[src/ry422_pkg.sv]
// constants and arithmetic helpers for the rgb30 to yuyv 4:2:2 converter
// no dependencies

package ry422_pkg;

	localparam int PIX_W  = 32;
	localparam int COMP_W = 10;
	localparam int OUT_W  = 8;
	localparam int ACC_W  = 18;

	localparam int R_LSB = 2;
	localparam int G_LSB = 12;
	localparam int B_LSB = 22;

	localparam logic [ACC_W-1:0] Y_R   = ACC_W'(57);
	localparam logic [ACC_W-1:0] Y_G   = ACC_W'(148);
	localparam logic [ACC_W-1:0] Y_B   = ACC_W'(13);
	localparam logic [ACC_W-1:0] Y_OFS = ACC_W'(16384);

	localparam logic [ACC_W-1:0] U_B   = ACC_W'(112);
	localparam logic [ACC_W-1:0] U_G   = ACC_W'(102);
	localparam logic [ACC_W-1:0] U_R   = ACC_W'(9);
	localparam logic [ACC_W-1:0] V_R   = ACC_W'(112);
	localparam logic [ACC_W-1:0] V_G   = ACC_W'(80);
	localparam logic [ACC_W-1:0] V_B   = ACC_W'(31);
	localparam logic [ACC_W-1:0] C_OFS = ACC_W'(131072);

	typedef logic [COMP_W-1:0] comp_t;
	typedef logic [OUT_W-1:0]  samp_t;

	typedef struct packed {
		comp_t r;
		comp_t g;
		comp_t b;
	} rgb_t;

	function automatic rgb_t unpack_f(input logic [PIX_W-1:0] w);
		rgb_t p;
		p.r = w[R_LSB +: COMP_W];
		p.g = w[G_LSB +: COMP_W];
		p.b = w[B_LSB +: COMP_W];
		return p;
	endfunction

	function automatic samp_t luma_f(input rgb_t p);
		logic [ACC_W-1:0] acc;
		acc = Y_R * ACC_W'(p.r) + Y_G * ACC_W'(p.g) + Y_B * ACC_W'(p.b) + Y_OFS;
		return acc[ACC_W-1 -: OUT_W];
	endfunction

	// sums never go negative for 10-bit components
	function automatic samp_t chroma_u_f(input rgb_t p);
		logic [ACC_W-1:0] acc;
		acc = U_B * ACC_W'(p.b) + C_OFS - U_G * ACC_W'(p.g) - U_R * ACC_W'(p.r);
		return acc[ACC_W-1 -: OUT_W];
	endfunction

	function automatic samp_t chroma_v_f(input rgb_t p);
		logic [ACC_W-1:0] acc;
		acc = V_R * ACC_W'(p.r) + C_OFS - V_G * ACC_W'(p.g) - V_B * ACC_W'(p.b);
		return acc[ACC_W-1 -: OUT_W];
	endfunction

	function automatic rgb_t avg_f(input rgb_t a, input rgb_t b);
		logic [COMP_W:0] sr;
		logic [COMP_W:0] sg;
		logic [COMP_W:0] sb;
		rgb_t o;
		sr = {1'b0, a.r} + {1'b0, b.r};
		sg = {1'b0, a.g} + {1'b0, b.g};
		sb = {1'b0, a.b} + {1'b0, b.b};
		o.r = sr[COMP_W:1];
		o.g = sg[COMP_W:1];
		o.b = sb[COMP_W:1];
		return o;
	endfunction

endpackage

[src/rgb30_to_yuyv422_unit.sv]
// rgb30 to yuyv 4:2:2 converter, input register plus result register
// depends on ry422_pkg

// Takes one packed 30-bit RGB pixel per transfer (red bits 2-11, green 12-21,
// blue 22-31) and emits one Y0,U,Y1,V result for every pixel pair of a row.
// row_start restarts the pairing and drops a held unpaired pixel. A pixel is
// accepted every cycle while the output side keeps up; a pixel waits in the
// input register, and when the second pixel of a pair leaves it the pair
// result is loaded into the result register.
// in_ready follows out_ready combinationally only when both registers are full.

module rgb30_to_yuyv422_unit (
	input  logic                        clk,
	input  logic                        arst_n,
	input  logic                        in_valid,
	output logic                        in_ready,
	input  logic [ry422_pkg::PIX_W-1:0] pixel_word,
	input  logic                        row_start,
	output logic                        out_valid,
	input  logic                        out_ready,
	output logic [ry422_pkg::OUT_W-1:0] luma_even,
	output logic [ry422_pkg::OUT_W-1:0] chroma_u,
	output logic [ry422_pkg::OUT_W-1:0] luma_odd,
	output logic [ry422_pkg::OUT_W-1:0] chroma_v
);
	import ry422_pkg::*;

	logic              valid_s1;
	logic [PIX_W-1:0]  pixel_s1;
	logic              row_start_s1;

	logic              odd_phase_q;
	rgb_t              held_pix_q;
	samp_t             held_luma_q;

	logic              out_valid_q;
	samp_t             luma_even_q;
	samp_t             chroma_u_q;
	samp_t             luma_odd_q;
	samp_t             chroma_v_q;

	rgb_t              pix;
	rgb_t              avg;
	samp_t             luma;
	logic              pair_done;
	logic              out_free;
	logic              advance;

	always_comb begin
		pix       = unpack_f(pixel_s1);
		luma      = luma_f(pix);
		avg       = avg_f(held_pix_q, pix);
		pair_done = odd_phase_q & ~row_start_s1;
		out_free  = ~out_valid_q | out_ready;
		advance   = valid_s1 & (~pair_done | out_free);
	end

	assign in_ready = ~valid_s1 | advance;

	// input register
	always_ff @(posedge clk or negedge arst_n) begin
		if (!arst_n) begin
			valid_s1 <= 1'b0;
		end else if (in_ready) begin
			valid_s1 <= in_valid;
		end
	end

	always_ff @(posedge clk) begin
		if (in_ready && in_valid) begin
			pixel_s1     <= pixel_word;
			row_start_s1 <= row_start;
		end
	end

	// pairing state
	always_ff @(posedge clk or negedge arst_n) begin
		if (!arst_n) begin
			odd_phase_q <= 1'b0;
			held_pix_q  <= '0;
			held_luma_q <= '0;
		end else if (advance) begin
			if (pair_done) begin
				odd_phase_q <= 1'b0;
			end else begin
				odd_phase_q <= 1'b1;
				held_pix_q  <= pix;
				held_luma_q <= luma;
			end
		end
	end

	// result register
	always_ff @(posedge clk or negedge arst_n) begin
		if (!arst_n) begin
			out_valid_q <= 1'b0;
		end else if (advance && pair_done) begin
			out_valid_q <= 1'b1;
		end else if (out_ready) begin
			out_valid_q <= 1'b0;
		end
	end

	always_ff @(posedge clk) begin
		if (advance && pair_done) begin
			luma_even_q <= held_luma_q;
			chroma_u_q  <= chroma_u_f(avg);
			luma_odd_q  <= luma;
			chroma_v_q  <= chroma_v_f(avg);
		end
	end

	assign out_valid = out_valid_q;
	assign luma_even = luma_even_q;
	assign chroma_u  = chroma_u_q;
	assign luma_odd  = luma_odd_q;
	assign chroma_v  = chroma_v_q;

endmodule
[config.mk]
export PLATFORM = sky130hd
export DESIGN_NAME = rgb30_to_yuyv422_unit
export DESIGN_NICKNAME = d
export VERILOG_FILES = /design/src/ry422_pkg.sv /design/src/rgb30_to_yuyv422_unit.sv
export SDC_FILE = /design/constraint.sdc
export NUM_CORES = 1
export LEC_CHECK = 0
export ABC_CLOCK_PERIOD_IN_PS = 8300
export BUFFER_PORTS_ARGS = -buffer_cell sky130_fd_sc_hd__buf_4
export CORE_MARGIN = 4
export CORE_UTILIZATION = 64
export DETAILED_ROUTE_END_ITERATION = 8
export PLACE_DENSITY = 0.83
export SLEW_MARGIN = 15
export SYNTH_ARGS = -nofsm -noshare
export SYNTH_HDL_FRONTEND = slang
export SYNTH_SLANG_ARGS = --single-unit
[constraint.sdc]
create_clock -name clk -period 8.3 [get_ports clk]
set_input_delay 0.83 -clock clk [delete_from_list [all_inputs] [get_ports clk]]
set_output_delay 0.83 -clock clk [all_outputs]
set_load 0.03 [all_outputs]
==> summary.txt <==
Detailed routing
  • Starting DRT DRC Count: 441
  • First-pass detailed-route iteration total: 5
  • Detailed Route WL: 27.5 mm
  • Met1 wire length: 10.9 mm
  • Routed vias: 9380
  • Drt drc: 0
  • Met3 Wirelength: 903 um
  • Wire length per cell: 16.4 um
  • Highest Signal Layer: met4
  • Metal2 WL: 14.5 mm
  • Final ANT Viol Nets: 0
  • Routed vias/inst: 5.58

Clock tree
  • Worst-Skew Late Latency: 370 ps
  • CTS clk-pin slew, worst paths: 80 ps
  • Post-CTS resize count: 0
  • CTS tree: yes
  • Clock Path Buffers: 2
  • CTS Buf Count: 9
  • Post-CTS Setup Bufs: 0
  • H-tree levels: 3
  • Clk sink count: 104
  • Clock root cell: clkbuf_16
  • Post-CTS Hold Buffers: 0

STA
  • Fmax: 0.132 GHz
  • Final Setup Violations: 0
  • Tcrit/Tclk final: 0.912
  • Clock skew: 9.10 ps
  • Slew Limit Headroom: 0.280
  • Final hold vios: 0
  • Hold_ws: 434 ps
  • Setup_tns: 0 ps
  • Tmin final: 7570 ps
  • Actual slew at the worst max-slew pin: 1080 ps
  • Slew Limit Fails: 0
  • Fin worst setup slack: 728 ps
  • RSZ-0062 raised after global routing: no

Layout
  • Final nets: 1846
  • Commonest non-fill, non-tap cell in the layout: inv_1
  • Layout area overhead: 8.91%
  • Register Area: 0.00292 mm^2
  • Ant diodes: 0
  • Area occupied by multi-input gates: 0.00950 mm^2
  • Share of cells above drive strength 1: 0.0829
  • Fillers: 1429
  • Commonest cells after routing, fill and taps aside: inv_1, ha_1, fa_1, nand2_1, buf_4

Placement
  • IO buf count: 68
  • DP Worst Slack: 745 ps
  • Detail Placement HPWL: 22.8 mm
  • Final RePlAce weighted congestion: 0.901

Flow run
  • Max-Cap Viols: 0

Critical path
  • FF-to-FF setup slack: 730 ps
  • CP Launch Type: register
  • Crit. End Element: register
  • Setup Crit Path Kind: register to register
  • Crit path depth: 27
  • Worst reg2reg path depth: 27
  • Worst setup path start: pixel_s1[13]$_DFFE_PP_
  • Crit path DAT: 7750 ps
  • CP endpoint: chroma_u[7]$_DFFE_PP_
  • R2R Path Start: pixel_s1[13]$_DFFE_PP_
  • CP max-delay cell: edfxtp_1
  • Crit-path max cell delay: 550 ps
  • Reg2reg end: chroma_u[7]$_DFFE_PP_
  • Worst Path Buf+Inv: 5
  • Crit path max fanout: 6
  • Required time worst endpoint: 8480 ps
  • Crit path max-delay family: adder cells

Die
  • Initial core utilization: 0.658
  • Row count: 52
  • Core Footprint: 0.0205 mm^2
  • Die Area: 0.0235 mm^2
  • Die Y: 153 um
  • Top Ports: 71
  • DIE WIDTH: 153 um

Synth
  • Synth Cell Area: 0.0135 mm^2
  • Mapped Cells: 1329
  • Yosys cell types: 64
  • Syn nets: 1769
  • Main synth FF type: edfxtp_1
  • Seq/Total Area, Yosys: 0.216
  • Post-synth EDFFs: 63
  • Mean Syn Cell Area: 10.1 um^2
  • Yosys reg bits: 104
  • Post-synth ARST share: 0.394
  • Yosys warning total: 0

Global route
  • Vias in the first global route: 10200
  • Global route total overflow: 0
  • First-pass GRT wire length: 46.8 mm
  • Initial antenna violation count: 0
  • Largest net degree at the start of global routing: 42
  • GRT Overall Usage: 0.246

Hold path
  • Type of the tightest min-delay check: primary input to async pin

Run status
  • Status: complete, no violations
through the flow:
step	cells	instance area, um^2	util
after detailed placement	1665	14400	0.701
after global placement	1665	14400	0.701
after floorplan	1329	13500	-
after CTS	1681	14700	0.717
after global routing	1681	14700	0.717
final	1681	14700	0.717
layer usage:
layer,track usage,vias to the layer above
met5,0,-
met4,0.101,0
met3,0.0373,74
met2,0.451,212
met1,0.286,4579
li1,-,4515
synthesized netlist by cell type (3+ instances only):
cell       number  area [um^2]
nor3_1         11         55.1
a211oi_1        4         30.0
a31o_2          3         26.3
nor2_1         38          143
a21boi_0        3         22.5
a211o_1         3         26.3
clkbuf_1        8         30.0
o21ai_0        34          170
and2_1         11         68.8
or3_1           3         18.8
nand3_1         5         25.0
inv_1         279         1050
mux2_2          4         45.0
xor2_1         40          350
nand2_1       116          435
fa_1          149         2980
a21o_1         26          195
or2_2           6         37.5
nand4_1         3         18.8
o21bai_1       16          120
o21a_1         12         90.1
a21oi_1        63          315
xnor2_1        55          482
nand2b_1        7         43.8
nor2b_1        11         68.8
o31a_1          3         26.3
ha_1          254         3180
a2111oi_0       3         26.3
o211ai_1        7         52.6
edfxtp_1       63         1890
and3_1          6         37.5
dfrtp_1        41         1030
layout make-up:
class                           count  share of cell area
Inverter                          279              0.0713
Clock inverter                      7             0.00656
Clock buffer                        9              0.0153
Timing Repair Buffer               76              0.0388
Multi-Input combinational cell    936               0.646
Tap cell                          270              0.0230
Sequential cell                   104               0.199
flip-flops by register name (all words and copies together), names as in the netlist:
signal / count
valid_s1: 1
luma_even: 8
chroma_v: 8
luma_odd: 8
held_pix_q: 30
row_start_s1: 1
chroma_u: 8
held_luma_q: 8
pixel_s1: 30
out_valid: 1
odd_phase_q: 1
cells by family after synthesis:
kind of cell,share of synthesized area
adder cells (fa/ha/maj),0.458
buffers and inverters,0.0804
AND/OR/NAND/NOR,0.0743
AO/OA/AOI/OAI,0.101
flip-flops,0.216
XOR/XNOR,0.0641
multiplexers,0.00519
worst min path at each step:
| stage | start | endpoint | slack (ps) |
|---|---|---|---|
| 6_report | arst_n | held_luma_q[4]$_DFFE_PN0P_ | 430 |
| 5_1_grt | arst_n | held_luma_q[3]$_DFFE_PN0P_ | 460 |
| 4_1_cts | held_luma_q[1]$_DFFE_PN0P_ | luma_even[1]$_DFFE_PP_ | 450 |
| 3_5_place_dp | held_luma_q[2]$_DFFE_PN0P_ | luma_even[2]$_DFFE_PP_ | 430 |
| 3_3_place_gp | held_luma_q[6]$_DFFE_PN0P_ | luma_even[6]$_DFFE_PP_ | 430 |
| 2_1_floorplan | held_luma_q[1]$_DFFE_PN0P_ | luma_even[1]$_DFFE_PP_ | 420 |
Power is not shown: default switching activity piles up to over one toggle a cycle in this logic, so the estimate is an artifact.
